$ cat src/design/assert_macros.svh
// Assertion macros shared by the shape function evaluator RTL.
// Each macro checks one clocked implication with reset masking.
`ifndef ASSERT_MACROS_SVH
`define ASSERT_MACROS_SVH

// same-cycle implication
`define ASSERT_IMPLY(label, clk, rst, ante, cons) \
  label: assert property (@(posedge clk) disable iff (!rst) (ante) |-> (cons)) \
    else $error("implication check failed");

// next-cycle implication
`define ASSERT_NEXT(label, clk, rst, ante, cons) \
  label: assert property (@(posedge clk) disable iff (!rst) (ante) |=> (cons)) \
    else $error("next-cycle check failed");

`endif

$ cat src/design/h20sf_pkg.sv
// Package for the 20-node hexahedron shape function evaluator.
// Holds field widths, node table and control types; no dependencies.
`timescale 1ns / 1ps

package h20sf_pkg;

  localparam int COORD_W    = 16;
  localparam int WEIGHT_W   = 16;
  localparam int NODE_W     = 5;
  localparam int IN_DATA_W  = 48;
  localparam int OUT_DATA_W = 24;

  localparam logic [NODE_W-1:0] NODE_LAST = 5'd19;

  localparam logic signed [WEIGHT_W-1:0] WEIGHT_MAX = 16'sh7FFF;
  localparam logic signed [WEIGHT_W-1:0] WEIGHT_MIN = 16'sh8000;

  localparam logic [1:0] AXIS_S = 2'd0;
  localparam logic [1:0] AXIS_T = 2'd1;
  localparam logic [1:0] AXIS_U = 2'd2;

  // pos bit i set: factor (1 + x_i), clear: (1 - x_i); axis is the quadratic
  // direction of a mid-edge node
  typedef struct packed {
    logic       is_edge;
    logic [1:0] axis;
    logic [2:0] pos;
  } node_info_t;

  typedef struct packed {
    logic [NODE_W-1:0] node;
    logic              is_edge;
    logic              neg;
    logic              last;
  } node_ctl_t;

  function automatic node_info_t node_info(input logic [NODE_W-1:0] n);
    node_info_t r;
    r = '0;
    case (n)
      5'd0:  r = '{1'b0, AXIS_S, 3'b000};
      5'd1:  r = '{1'b0, AXIS_S, 3'b001};
      5'd2:  r = '{1'b0, AXIS_S, 3'b011};
      5'd3:  r = '{1'b0, AXIS_S, 3'b010};
      5'd4:  r = '{1'b0, AXIS_S, 3'b100};
      5'd5:  r = '{1'b0, AXIS_S, 3'b101};
      5'd6:  r = '{1'b0, AXIS_S, 3'b111};
      5'd7:  r = '{1'b0, AXIS_S, 3'b110};
      5'd8:  r = '{1'b1, AXIS_S, 3'b000};
      5'd9:  r = '{1'b1, AXIS_T, 3'b001};
      5'd10: r = '{1'b1, AXIS_S, 3'b010};
      5'd11: r = '{1'b1, AXIS_T, 3'b000};
      5'd12: r = '{1'b1, AXIS_S, 3'b100};
      5'd13: r = '{1'b1, AXIS_T, 3'b101};
      5'd14: r = '{1'b1, AXIS_S, 3'b110};
      5'd15: r = '{1'b1, AXIS_T, 3'b100};
      5'd16: r = '{1'b1, AXIS_U, 3'b000};
      5'd17: r = '{1'b1, AXIS_U, 3'b001};
      5'd18: r = '{1'b1, AXIS_U, 3'b011};
      5'd19: r = '{1'b1, AXIS_U, 3'b010};
      default: r = '0;
    endcase
    return r;
  endfunction

endpackage

$ cat src/design/h20sf_front.sv
// Front end: clamps the coordinate triple and forms the linear factors
// (1+x), (1-x) and |x| per axis. Uses h20sf_pkg.
`timescale 1ns / 1ps

module h20sf_front
  import h20sf_pkg::*;
#(
  parameter int FRAC_BITS = 14,
  localparam int ENT_W = 3 * (4 * FRAC_BITS + 7)
) (
  input  logic signed [COORD_W-1:0] coord_s,
  input  logic signed [COORD_W-1:0] coord_t,
  input  logic signed [COORD_W-1:0] coord_u,
  output logic [ENT_W-1:0]          entry
);

  localparam int CW    = FRAC_BITS + 2;
  localparam int FAC_W = FRAC_BITS + 2;
  localparam int MAG_W = FRAC_BITS + 1;
  localparam int AX_W  = CW + 2 * FAC_W + MAG_W;
  localparam int IW    = (FRAC_BITS + 2 > 17) ? FRAC_BITS + 2 : 17;

  localparam logic signed [IW-1:0] ONE_I = IW'(1) << FRAC_BITS;
  localparam logic signed [CW:0]   ONE_C = (CW + 1)'(1) << FRAC_BITS;

  logic signed [COORD_W-1:0] raw [3];

  assign raw[0] = coord_s;
  assign raw[1] = coord_t;
  assign raw[2] = coord_u;

  for (genvar i = 0; i < 3; i++) begin : g_axis
    logic signed [IW-1:0] ext;
    logic signed [IW-1:0] clp;
    logic signed [CW-1:0] c;
    logic signed [CW:0]   sum_p;
    logic signed [CW:0]   sum_m;
    logic signed [CW:0]   absv;

    assign ext = {{(IW - COORD_W){raw[i][COORD_W-1]}}, raw[i]};
    assign clp = (ext > ONE_I) ? ONE_I : ((ext < -ONE_I) ? -ONE_I : ext);
    assign c   = clp[CW-1:0];

    assign sum_p = ONE_C + {c[CW-1], c};
    assign sum_m = ONE_C - {c[CW-1], c};
    assign absv  = c[CW-1] ? -{c[CW-1], c} : {c[CW-1], c};

    // lowest first: coordinate, 1+x, 1-x, |x|
    assign entry[i*AX_W +: AX_W] = {absv[MAG_W-1:0], sum_m[FAC_W-1:0],
                                    sum_p[FAC_W-1:0], c};
  end

endmodule

$ cat src/design/h20sf_fifo.sv
// Two-entry queue between the front end and the node sequencer.
// Generic payload width; no package dependency.
`timescale 1ns / 1ps

module h20sf_fifo #(
  parameter int WIDTH = 8
) (
  input  logic             clk,
  input  logic             rst_n,
  input  logic             push,
  input  logic [WIDTH-1:0] wr_data,
  output logic             full,
  input  logic             pop,
  output logic             head_valid,
  output logic [WIDTH-1:0] head_data
);

  logic [WIDTH-1:0] mem_r [2];
  logic             wr_ptr_r;
  logic             rd_ptr_r;
  logic [1:0]       count_r;
  logic [1:0]       count_nxt;

  assign full       = (count_r == 2'd2);
  assign head_valid = (count_r != 2'd0);
  assign head_data  = mem_r[rd_ptr_r];

  always_comb begin
    count_nxt = count_r;
    if (push && !pop) begin
      count_nxt = count_r + 2'd1;
    end else if (pop && !push) begin
      count_nxt = count_r - 2'd1;
    end
  end

  always_ff @(posedge clk) begin
    if (!rst_n) begin
      wr_ptr_r <= 1'b0;
      rd_ptr_r <= 1'b0;
      count_r  <= 2'd0;
    end else begin
      if (push) begin
        wr_ptr_r <= ~wr_ptr_r;
      end
      if (pop) begin
        rd_ptr_r <= ~rd_ptr_r;
      end
      count_r <= count_nxt;
    end
  end

  always_ff @(posedge clk) begin
    if (push) begin
      mem_r[wr_ptr_r] <= wr_data;
    end
  end

endmodule

$ cat src/design/h20sf_back.sv
// Back end: steps through the twenty nodes of the queued triple and runs
// each through a four-stage multiply/round pipeline. Uses h20sf_pkg.
`timescale 1ns / 1ps
`include "assert_macros.svh"

module h20sf_back
  import h20sf_pkg::*;
#(
  parameter int FRAC_BITS = 14,
  localparam int ENT_W = 3 * (4 * FRAC_BITS + 7)
) (
  input  logic                       clk,
  input  logic                       rst_n,
  input  logic                       head_valid,
  input  logic [ENT_W-1:0]           head_data,
  output logic                       head_pop,
  output logic                       out_tvalid,
  input  logic                       out_tready,
  output logic [NODE_W-1:0]          out_node,
  output logic signed [WEIGHT_W-1:0] out_weight,
  output logic                       out_last
);

  localparam int CW    = FRAC_BITS + 2;
  localparam int FAC_W = FRAC_BITS + 2;
  localparam int MAG_W = FRAC_BITS + 1;
  localparam int AX_W  = CW + 2 * FAC_W + MAG_W;
  localparam int DW    = FRAC_BITS + 4;
  localparam int OPW   = FRAC_BITS + 3;
  localparam int PW    = 2 * OPW;
  localparam int XW    = (OPW > 17) ? OPW : 17;

  localparam logic [OPW-1:0]        ONE_O   = OPW'(1) << FRAC_BITS;
  localparam logic signed [DW-1:0]  TWO_D   = DW'(1) << (FRAC_BITS + 1);
  localparam logic [PW:0]           HALF_F  = (PW + 1)'(1) << (FRAC_BITS - 1);
  localparam logic [PW:0]           HALF_F2 = (PW + 1)'(1) << (FRAC_BITS + 1);
  localparam logic [PW:0]           HALF_F3 = (PW + 1)'(1) << (FRAC_BITS + 2);
  localparam logic [XW-1:0]         POS_LIM = XW'(32767);
  localparam logic [XW-1:0]         NEG_LIM = XW'(32768);

  // ---------------- issue: node sequencer and operand select
  logic [NODE_W-1:0] node_cnt_r;
  logic [NODE_W-1:0] node_cnt_nxt;
  logic              adv;
  logic              issue;
  node_info_t        info;

  logic signed [CW-1:0] crd   [3];
  logic [FAC_W-1:0]     lin   [3];
  logic [MAG_W-1:0]     mag   [3];
  logic signed [DW-1:0] sc    [3];

  logic signed [DW-1:0] dsum;
  logic signed [DW-1:0] dabs;
  logic [OPW-1:0]       op_a, op_b, op_c, op_d;
  node_ctl_t            ctl0;

  assign adv      = !out_tvalid || out_tready;
  assign issue    = adv && head_valid;
  assign head_pop = issue && (node_cnt_r == NODE_LAST);
  assign info     = node_info(node_cnt_r);

  for (genvar i = 0; i < 3; i++) begin : g_unpack
    logic [FAC_W-1:0] fp;
    logic [FAC_W-1:0] fm;
    assign crd[i] = head_data[i*AX_W +: CW];
    assign fp     = head_data[i*AX_W + CW +: FAC_W];
    assign fm     = head_data[i*AX_W + CW + FAC_W +: FAC_W];
    assign mag[i] = head_data[i*AX_W + CW + 2*FAC_W +: MAG_W];
    assign lin[i] = info.pos[i] ? fp : fm;
    assign sc[i]  = info.pos[i] ? {{(DW - CW){crd[i][CW-1]}}, crd[i]}
                                : -{{(DW - CW){crd[i][CW-1]}}, crd[i]};
  end

  assign dsum = sc[0] + sc[1] + sc[2] - TWO_D;
  assign dabs = dsum[DW-1] ? -dsum : dsum;

  always_comb begin
    ctl0.node    = node_cnt_r;
    ctl0.is_edge = info.is_edge;
    ctl0.neg     = !info.is_edge && dsum[DW-1];
    ctl0.last    = (node_cnt_r == NODE_LAST);
    if (!info.is_edge) begin
      op_a = {1'b0, lin[0]};
      op_b = {1'b0, lin[1]};
      op_c = {1'b0, lin[2]};
      op_d = dabs[OPW-1:0];
    end else begin
      case (info.axis)
        AXIS_S: begin
          op_a = {2'b00, mag[0]};
          op_c = {1'b0, lin[1]};
          op_d = {1'b0, lin[2]};
        end
        AXIS_T: begin
          op_a = {2'b00, mag[1]};
          op_c = {1'b0, lin[0]};
          op_d = {1'b0, lin[2]};
        end
        default: begin
          op_a = {2'b00, mag[2]};
          op_c = {1'b0, lin[0]};
          op_d = {1'b0, lin[1]};
        end
      endcase
      op_b = op_a;
    end
  end

  assign node_cnt_nxt = (node_cnt_r == NODE_LAST) ? '0 : node_cnt_r + 1'b1;

  // ---------------- pipeline registers
  logic            s1_valid_r, s2_valid_r, s3_valid_r, s4_valid_r;
  node_ctl_t       s1_ctl_r, s2_ctl_r, s3_ctl_r, s4_ctl_r;
  logic [OPW-1:0]  s1_a_r, s1_b_r, s1_c_r, s1_d_r;
  logic [PW-1:0]   s2_prod_r;
  logic [OPW-1:0]  s2_c_r, s2_d_r;
  logic [PW-1:0]   s3_prod_r;
  logic [OPW-1:0]  s3_d_r;
  logic [PW-1:0]   s4_prod_r;
  logic            out_valid_r;
  logic [NODE_W-1:0]          out_node_r;
  logic signed [WEIGHT_W-1:0] out_weight_r;
  logic                       out_last_r;

  // stage 2 -> 3: round first product; edge nodes take 1 - x^2
  logic [PW:0]    x1_sum;
  logic [OPW-1:0] x1;
  logic [OPW-1:0] v2;
  // stage 3 -> 4: corner applies the 1/8 here
  logic [PW:0]    x2_sum;
  logic [OPW-1:0] x2;
  // stage 4 -> out: edge applies the 1/4 here
  logic [PW:0]    x3_sum;
  logic [OPW-1:0] x3;
  logic [XW-1:0]  x3e;
  logic signed [WEIGHT_W-1:0] weight_nxt;

  assign x1_sum = {1'b0, s2_prod_r} + HALF_F;
  assign x1     = OPW'(x1_sum >> FRAC_BITS);
  assign v2     = s2_ctl_r.is_edge ? ONE_O - x1 : x1;

  assign x2_sum = {1'b0, s3_prod_r} + (s3_ctl_r.is_edge ? HALF_F : HALF_F3);
  assign x2     = s3_ctl_r.is_edge ? OPW'(x2_sum >> FRAC_BITS)
                                   : OPW'(x2_sum >> (FRAC_BITS + 3));

  assign x3_sum = {1'b0, s4_prod_r} + (s4_ctl_r.is_edge ? HALF_F2 : HALF_F);
  assign x3     = s4_ctl_r.is_edge ? OPW'(x3_sum >> (FRAC_BITS + 2))
                                   : OPW'(x3_sum >> FRAC_BITS);
  assign x3e    = XW'(x3);

  always_comb begin
    if (s4_ctl_r.neg) begin
      weight_nxt = (x3e > NEG_LIM) ? WEIGHT_MIN : WEIGHT_W'(-x3e);
    end else begin
      weight_nxt = (x3e > POS_LIM) ? WEIGHT_MAX : x3e[WEIGHT_W-1:0];
    end
  end

  always_ff @(posedge clk) begin
    if (!rst_n) begin
      node_cnt_r  <= '0;
      s1_valid_r  <= 1'b0;
      s2_valid_r  <= 1'b0;
      s3_valid_r  <= 1'b0;
      s4_valid_r  <= 1'b0;
      out_valid_r <= 1'b0;
    end else if (adv) begin
      if (issue) begin
        node_cnt_r <= node_cnt_nxt;
      end
      s1_valid_r  <= issue;
      s2_valid_r  <= s1_valid_r;
      s3_valid_r  <= s2_valid_r;
      s4_valid_r  <= s3_valid_r;
      out_valid_r <= s4_valid_r;
    end
  end

  // payload: whole pipe moves together, stalls with the output beat
  always_ff @(posedge clk) begin
    if (adv) begin
      s1_ctl_r     <= ctl0;
      s1_a_r       <= op_a;
      s1_b_r       <= op_b;
      s1_c_r       <= op_c;
      s1_d_r       <= op_d;
      s2_ctl_r     <= s1_ctl_r;
      s2_prod_r    <= PW'(s1_a_r) * PW'(s1_b_r);
      s2_c_r       <= s1_c_r;
      s2_d_r       <= s1_d_r;
      s3_ctl_r     <= s2_ctl_r;
      s3_prod_r    <= PW'(v2) * PW'(s2_c_r);
      s3_d_r       <= s2_d_r;
      s4_ctl_r     <= s3_ctl_r;
      s4_prod_r    <= PW'(x2) * PW'(s3_d_r);
      out_node_r   <= s4_ctl_r.node;
      out_last_r   <= s4_ctl_r.last;
      out_weight_r <= weight_nxt;
    end
  end

  assign out_tvalid = out_valid_r;
  assign out_node   = out_node_r;
  assign out_weight = out_weight_r;
  assign out_last   = out_last_r;

  `ASSERT_IMPLY(a_last_flag, clk, rst_n, out_valid_r, out_last_r == (out_node_r == NODE_LAST))
  `ASSERT_IMPLY(a_cnt_range, clk, rst_n, 1'b1, node_cnt_r <= NODE_LAST)
  `ASSERT_NEXT(a_pipe_adv, clk, rst_n, s1_valid_r && adv, s2_valid_r)

endmodule

$ cat src/design/hex20_shape_function_eval_top.sv
// 20-node hexahedron shape functions: one (s,t,u) beat in, twenty node beats out.
// Throughput: one node per cycle while out_tready does not stall the output,
// through a single shared four-stage multiply pipeline; a two-entry queue
// holds waiting triples.
// Reset: synchronous, active low; clears queue, node counter and valid flags.
`timescale 1ns / 1ps

module hex20_shape_function_eval_top
  import h20sf_pkg::*;
#(
  parameter int FRAC_BITS = 14
) (
  input  logic                  clk,
  input  logic                  rst_n,
  input  logic                  in_tvalid,
  output logic                  in_tready,
  // [15:0] coord_s, [31:16] coord_t, [47:32] coord_u
  input  logic [IN_DATA_W-1:0]  in_tdata,
  output logic                  out_tvalid,
  input  logic                  out_tready,
  // [4:0] node_index, [20:5] weight, [23:21] zero
  output logic [OUT_DATA_W-1:0] out_tdata,
  output logic                  out_tlast
);

  localparam int ENT_W = 3 * (4 * FRAC_BITS + 7);

  logic [ENT_W-1:0]           entry;
  logic [ENT_W-1:0]           head_data;
  logic                       head_valid;
  logic                       head_pop;
  logic                       q_full;
  logic [NODE_W-1:0]          out_node;
  logic signed [WEIGHT_W-1:0] out_weight;

  assign in_tready = !q_full;

  h20sf_front #(.FRAC_BITS(FRAC_BITS)) u_front (
    .coord_s (in_tdata[15:0]),
    .coord_t (in_tdata[31:16]),
    .coord_u (in_tdata[47:32]),
    .entry   (entry)
  );

  h20sf_fifo #(.WIDTH(ENT_W)) u_fifo (
    .clk        (clk),
    .rst_n      (rst_n),
    .push       (in_tvalid && in_tready),
    .wr_data    (entry),
    .full       (q_full),
    .pop        (head_pop),
    .head_valid (head_valid),
    .head_data  (head_data)
  );

  h20sf_back #(.FRAC_BITS(FRAC_BITS)) u_back (
    .clk        (clk),
    .rst_n      (rst_n),
    .head_valid (head_valid),
    .head_data  (head_data),
    .head_pop   (head_pop),
    .out_tvalid (out_tvalid),
    .out_tready (out_tready),
    .out_node   (out_node),
    .out_weight (out_weight),
    .out_last   (out_tlast)
  );

  assign out_tdata = {{(OUT_DATA_W - NODE_W - WEIGHT_W){1'b0}}, out_weight, out_node};

endmodule
$ cat config.mk
export PLATFORM = sky130hd
export DESIGN_NAME = hex20_shape_function_eval_top
export DESIGN_NICKNAME = d
export VERILOG_FILES = /design/src/design/h20sf_pkg.sv /design/src/design/h20sf_front.sv /design/src/design/h20sf_fifo.sv /design/src/design/h20sf_back.sv /design/src/design/hex20_shape_function_eval_top.sv
export VERILOG_INCLUDE_DIRS = /design/src /design/src/design
export SDC_FILE = /design/constraint.sdc
export NUM_CORES = 2
export LEC_CHECK = 0
export BUFFER_PORTS_ARGS = -buffer_cell sky130_fd_sc_hd__buf_2
export CORE_ASPECT_RATIO = 1.2
export CORE_MARGIN = 2
export CORE_UTILIZATION = 35
export DETAILED_ROUTE_END_ITERATION = 8
export RECOVER_POWER = 100
export REMOVE_ABC_BUFFERS = 1
export SLEW_MARGIN = 10
export SYNTH_ARGS = -nofsm -noshare
export SYNTH_HDL_FRONTEND = slang
export SYNTH_SLANG_ARGS = --single-unit
$ cat constraint.sdc
create_clock -name clk -period 11.5 [get_ports clk]
set_clock_uncertainty 0.2 [all_clocks]
set_input_delay 0 -clock clk [delete_from_list [all_inputs] [get_ports clk]]
set_output_delay 0 -clock clk [all_outputs]
set_load 0.05 [all_outputs]
* Word level (Yosys, flattened, before mapping)
Memory sizes are Yosys's and may differ from the RTL's. A register that Yosys moved wholly into a read port is not among the register bits.
Cells that the tools add are included.
W data, S select, Z words.
** Storage, ports and cells
- Logic and storage cells :: 139
- Memory bits (read-only) :: 192
- Memory bits (writable) :: 378
- Output and inout bits :: 27
- Memories kept :: 2
- Register bits :: 284
- Input bits :: 52
** Memory list
- u_fifo.mem_r :: words 2, width 189, rd ports 1, clocked after Yosys merged registers in 1, write ports 1, line h20sf_fifo.sv:18 : logic [WIDTH-1:0] mem_r [2];
- (name not given) :: words 32, width 6, rd ports 1, clocked after Yosys merged registers in 1, write ports 0, line h20sf_pkg.sv:40 : case (n)
** Operators by class
- Bitwise gates (word level) :: 2
- Eq/ne operators :: 3
- Multipliers :: 3
- Add/subtract/negate cells :: 24
- Reductions and logical operators :: 17
- $lt $le $gt $ge :: 8
- Multiplexer cells :: 40
** Operators by type and width (count)
- $mux W16 :: 18
- $mux W17 :: 6
- $mux W18 :: 3
- $neg A18 Y18 :: 3
- $add A16 B16 Y16 const A :: 3
- $gt A16 B16 Y1 const B :: 3
- $lt A16 B15 Y1 const B :: 3
- $sub A16 B16 Y16 const A :: 3
- $mux W15 :: 3
- $neg A15 Y15 :: 3
- $add A18 B18 Y18 :: 2
- $add A34 B34 Y34 :: 1
- $mul A17 B17 Y34 :: 1
- $add A33 B16 Y33 :: 1
- $mul A17 B17 Y33 :: 1
- $add A31 B14 Y31 const B :: 1
- $mul A17 B17 Y31 :: 1
- $pmux W15 S2 :: 1
- $sub A18 B17 Y18 const B :: 1
- $gt A17 B15 Y1 const B :: 1
- $gt A17 B16 Y1 const B :: 1
- $neg A17 Y17 :: 1
- $sub A15 B17 Y17 const A :: 1
- $neg A16 Y16 :: 1
- other kinds (17) :: 34

* Depth between registers and ports, before layout
- Word-level depth :: 8
- Gate-level depth with buffers :: 32
- Gate-level depth less buffers :: 30

* By module
From an unflattened synthesis, not the netlist that was laid out.
** Unflattened totals
- Cells, all modules :: 5415
- Area total of the unflattened synthesis :: 57570.2 um^2
** By module, submodules not included
- h20sf_back :: seq. area each 7166.9 um^2, cells an instance 4323, instances 1, area each 40435.0 um^2
- h20sf_fifo :: seq. area each 11451.0 um^2, cells an instance 610, instances 1, area each 14266.2 um^2
- h20sf_front :: seq. area each 0.0 um^2, cells an instance 476, instances 1, area each 2832.7 um^2
- hex20_shape_function_eval_top :: seq. area each 0.0 um^2, cells an instance 6, instances 1, area each 36.3 um^2

* Worst setup path after synthesis
Ideal clock, no wire load.
- Path type :: flip-flop to flip-flop
- Start :: reg u_back.s3_ctl_r[2] (netlist bit)
- End :: reg u_back.s4_prod_r[31], data pin
- Buffers on the path :: 2
- Clock period less this slack :: 8.381 ns
- Data required time :: 11.042 ns
- Arrival :: 7.924 ns
- Cell stages (with the launch flop) :: 32
- Setup slack :: 3.119 ns
- Library setup time :: 0.258 ns
- Cell sequence :: edfxtp_1 > inv_1 > clkbuf_1 > ha_1 > inv_1 > nor2_1 > o21ai_1 > nor2_1 > nand3_1 > xor2_1 > a21oi_1 > clkbuf_1 > nand2_1 > fa_1 > fa_1 > fa_1 > inv_1 > fa_1 > fa_1 > inv_1 > fa_1 > inv_1 > ha_1 > a211oi_1 > o211ai_1 > nor3_1 > a21oi_1 > a221oi_1 > o21ai_0 > a211o_1 > a21oi_1 > xnor2_1
** Between the ends
- Cells in the longest elaborated chain, start to end :: 4
** Ends and longest elaborated chain
- from (decl) :: line h20sf_back.sv:114 : node_ctl_t s1_ctl_r, s2_ctl_r, s3_ctl_r, s4_ctl_r;
- from (signal assigned) :: line h20sf_back.sv:192 : s3_ctl_r <= s2_ctl_r;
- $mux W17 :: line h20sf_back.sv:143 : assign x2_sum = {1'b0, s3_prod_r} + (s3_ctl_r.is_edge ? HALF_F : HALF_F3);
- $add A34 B34 Y34 :: line h20sf_back.sv:143
- $mux W17 (*) :: line h20sf_back.sv:144 : assign x2 = s3_ctl_r.is_edge ? OPW'(x2_sum >> FRAC_BITS)
- $mul A17 B17 Y33 (*) :: line h20sf_back.sv:196 : s4_prod_r <= PW'(x2) * PW'(s3_d_r);
- to (signal assigned) :: line h20sf_back.sv:196
- to (decl) :: line h20sf_back.sv:120 : logic [PW-1:0] s4_prod_r;
Every way passes the cells marked *; elsewhere a longest branch is shown, timed or not.
A chain may end at the register's enable or synchronous reset.

* Final worst setup path
Ends and elaborated chain as after synthesis.

==> flow_summary.json <==
{
  "clk_latency_ns": 0.72,
  "htreeDepth": 2,
  "syn_to_final_growth_pct": 9.98,
  "root_buffer": "clkbuf_16",
  "critical_path.startpoint_type": "flip-flop",
  "max_freq_mhz": 102,
  "fin_setup_tns_ns": 0,
  "report.final.hold_viol_count": 0,
  "cp.arrival_ns": 9.99,
  "wl_per_cell_um": 18.3,
  "antenna_found_initial": 1,
  "synth.area.top_cells": "edfxtp_1, fa_1, ha_1",
  "synth_warnings": 0,
  "cts_buffers": 60,
  "m1WireLength_mm": 54.2,
  "initial_core_util_pct": 35.2,
  "drt_iter0_markers": 2395,
  "crit_fanout": 17,
  "num_rows": 156,
  "top_layer": "met4",
  "status": "finished, violations left",
  "endpoint_kind": "flip-flop",
  "grt_pass1_wl_mm": 213,
  "yosys.cell_types.count": 92,
  "die_area_sq_um": 154000,
  "rr_worst_depth": 29,
  "cp.required_ns": 11.66,
  "ys.flop_type": "edfxtp_1",
  "pin_count": 79,
  "gp_congestion": 0.840,
  "viasPerCell": 5.01,
  "violations": "capacitance limit, slew limit",
  "route.vias.total": 36300,
  "synth_largest_area_cell": "edfxtp_1",
  "path_clk_slew_ns": 0.06,
  "wirelength_mm": 132,
  "yosysSeqAreaShare_pct": 29.7,
  "hpwl_mm": 101,
  "post_cts_resized": 0,
  "drc": 0,
  "setup.worst_path.class": "flip-flop to flip-flop",
  "port_buffers": 75,
  "synth.top_cell.area_share_pct": 28.9,
  "drive_above_1_share_pct": 6.08,
  "period_needed_ns": 9.83,
  "final-max-slew-violation-count": 777,
  "layout.nets": 6282,
  "clock_path_buffers": 3,
  "postSynthCellCount": 5159,
  "ys_ff_latch": 531,
  "synth.cell_area_sq_um": 52900,
  "synth-edff-count": 510,
  "crit_path_max_incr_delay_ns": 0.68,
  "die_w_um": 359,
  "ant_nets": 0,
  "tritoncts": "built",
  "max-slew-margin-rel_pct": -209,
  "grt_pass1_vias": 38100,
  "hold_depth": 5,
  "grt_usage_pct": 17.4,
  "fin_crit_sh_pct": 85.5,
  "wl_met2_mm": 66.9,
  "syn_area_per_cell_sq_um": 10.3,
  "hold_path_class": "input port to flip-flop",
  "grt_max_degree": 104,
  "grt-ovfl-total": 0,
  "wl_met3_mm": 5.24,
  "grt_setup_unrepaired": "false",
  "maxCapViolations": 15,
  "cp_common_cell": "fa_1",
  "die_h_um": 430,
  "tightest_slew_ns": 4.61,
  "post-route-util_pct": 38.7,
  "dr.pass1.iters": 5,
  "synthArstFlopShare_pct": 0,
  "cp_slowest_cell": "edfxtp_1",
  "core_sq_um": 150000,
  "antenna_cells": 0,
  "clock-sinks": 531,
  "finalSetupViolCount": 0
}
## logic make-up after synthesis
group | share of synthesized area [%]
buffers and inverters | 7.64
muxes | 4.32
adders and majority gates | 33.1
DFF | 29.7
AOI/OAI and AO/OA | 7.18
other | 0.00709
and+or+nand+nor | 14.7
xor gates and xnor gates | 3.29
## final timing paths
kind                                                       end  slack, ns                    startpoint
worst max-delay path            u_back.s4_prod_r[31]$_DFFE_PP_       1.67  u_back.s3_ctl_r[2]$_DFFE_PP_
worst max register to register  u_back.s4_prod_r[31]$_DFFE_PP_       1.67  u_back.s3_ctl_r[2]$_DFFE_PP_
worst min-delay path            u_back.s3_valid_r$_SDFFE_PN0P_       0.03                    out_tready
worst min register to register     u_back.s3_d_r[10]$_DFFE_PP_       0.21   u_back.s2_d_r[10]$_DFFE_PP_
## layout by cell type, fill, tap and decap left out, types with 26 or more instances in the layout
cell,synthesis,final
inv_1,843,843
nand2_1,689,689
fa_1,639,639
edfxtp_1,510,510
ha_1,378,378
and2_1,413,377
nor2_1,186,185
a21oi_1,155,155
o21ai_0,134,146
xnor2_1,130,126
mux2i_1,75,76
dlygate4sd3_1,0,74
xor2_1,65,64
clkbuf_16,0,60
clkbuf_1,175,53
nor3_1,51,51
mux2_2,49,49
nand3_1,48,48
buf_2,18,43
mux4_2,42,42
buf_4,3,39
and2_0,0,36
a21o_1,33,33
nand2b_1,30,30
and3_1,29,29
nor2b_1,26,26
nand4_1,26,26
o21a_1,26,26
## repair_timing
action | CTS | global route
endpoints found under the hold margin | 347 | 0
setup buffers | 0 | 0
hold buffers | 74 | 0
## synthesized netlist by cell type, types with 9 or more instances
library cell and number:
a211o_1 16, a211oi_1 22, a21boi_0 14, a21o_1 33, a21oi_1 155, a22o_1 18, a22oi_1 9, a31oi_1 21
and2_1 413, and3_1 29, and4_1 9, buf_1 17, buf_2 18, clkbuf_1 175, dfxtp_1 21, edfxtp_1 510
fa_1 639, ha_1 378, inv_1 843, mux2_2 49, mux2i_1 75, mux4_2 42, nand2_1 689, nand2b_1 30
nand3_1 48, nand4_1 26, nor2_1 186, nor2b_1 26, nor3_1 51, nor4_1 17, o211ai_1 12, o21a_1 26
o21ai_0 134, o21ai_1 19, o31ai_1 9, or2_2 15, or3_1 20, xnor2_1 130, xor2_1 65
## state kept, by name (all words and copies together), names as in the netlist, 6 cells and up, named ones only
signal             flops
u_fifo.mem_r         282
u_back.s1_b_r         16
u_back.s2_ctl_r        8
u_back.s1_a_r         16
u_back.s2_d_r         17
u_back.s2_c_r         16
u_back.out_weight     16
u_back.info            6
u_back.s3_prod_r      21
u_back.s1_d_r         17
u_back.s4_prod_r      20
u_back.s3_d_r         17
u_back.s4_ctl_r        8
u_back.s1_ctl_r        8
u_back.s3_ctl_r        8
u_back.s1_c_r         16
u_back.s2_prod_r      18
## metrics by stage
| stage | std cells | area, sq um | setup WS [ns] | hold slack, ns |
|---|---|---|---|---|
| final | 7240 | 58200 | 1.67 | 0.0261 |
| after CTS | 7240 | 58400 | 2.19 | 0.00945 |
| after detailed placement | 7052 | 55400 | 2.27 | 0.180 |
| after floorplan | 4946 | 52100 | 0.783 | -0.101 |
| after global placement | 7052 | 55400 | 2.39 | 0.170 |
| after global routing | 7240 | 58200 | 0.845 | 0.0363 |
## critical path, delay by kind of cell (launching register included)
family / cells / cell delay, ns
AO/OA/AOI/OAI: 8 / 2.63
adder cells (fa/ha/maj): 8 / 3.72
flip-flops: 1 / 0.68
multiplexers: 1 / 0.14
XOR/XNOR: 2 / 0.27
buffers and inverters: 6 / 1.25
AND/OR/NAND/NOR: 4 / 0.61
## metal layers
layer | vias up | GRT usage (%)
li1 | 17000 | -
met1 | 18200 | 21.4
met2 | 892 | 31.1
met3 | 238 | 1.72
met4 | 0 | 7.24
met5 | - | 0
## area by class of cell
class | count | area, sq um
tap | 1975 | 2470
clock inverter | 40 | 594
inverter | 849 | 3190
clock buffer | 74 | 1630
sequential | 531 | 15700
timing repair buffer | 205 | 1450
multi-input combinational | 3566 | 33100
fill | 14700 | 92300
Power is left out: the tool's default activity adds up to more than one toggle a clock period on the data nets, which glitch-free logic cannot reach.
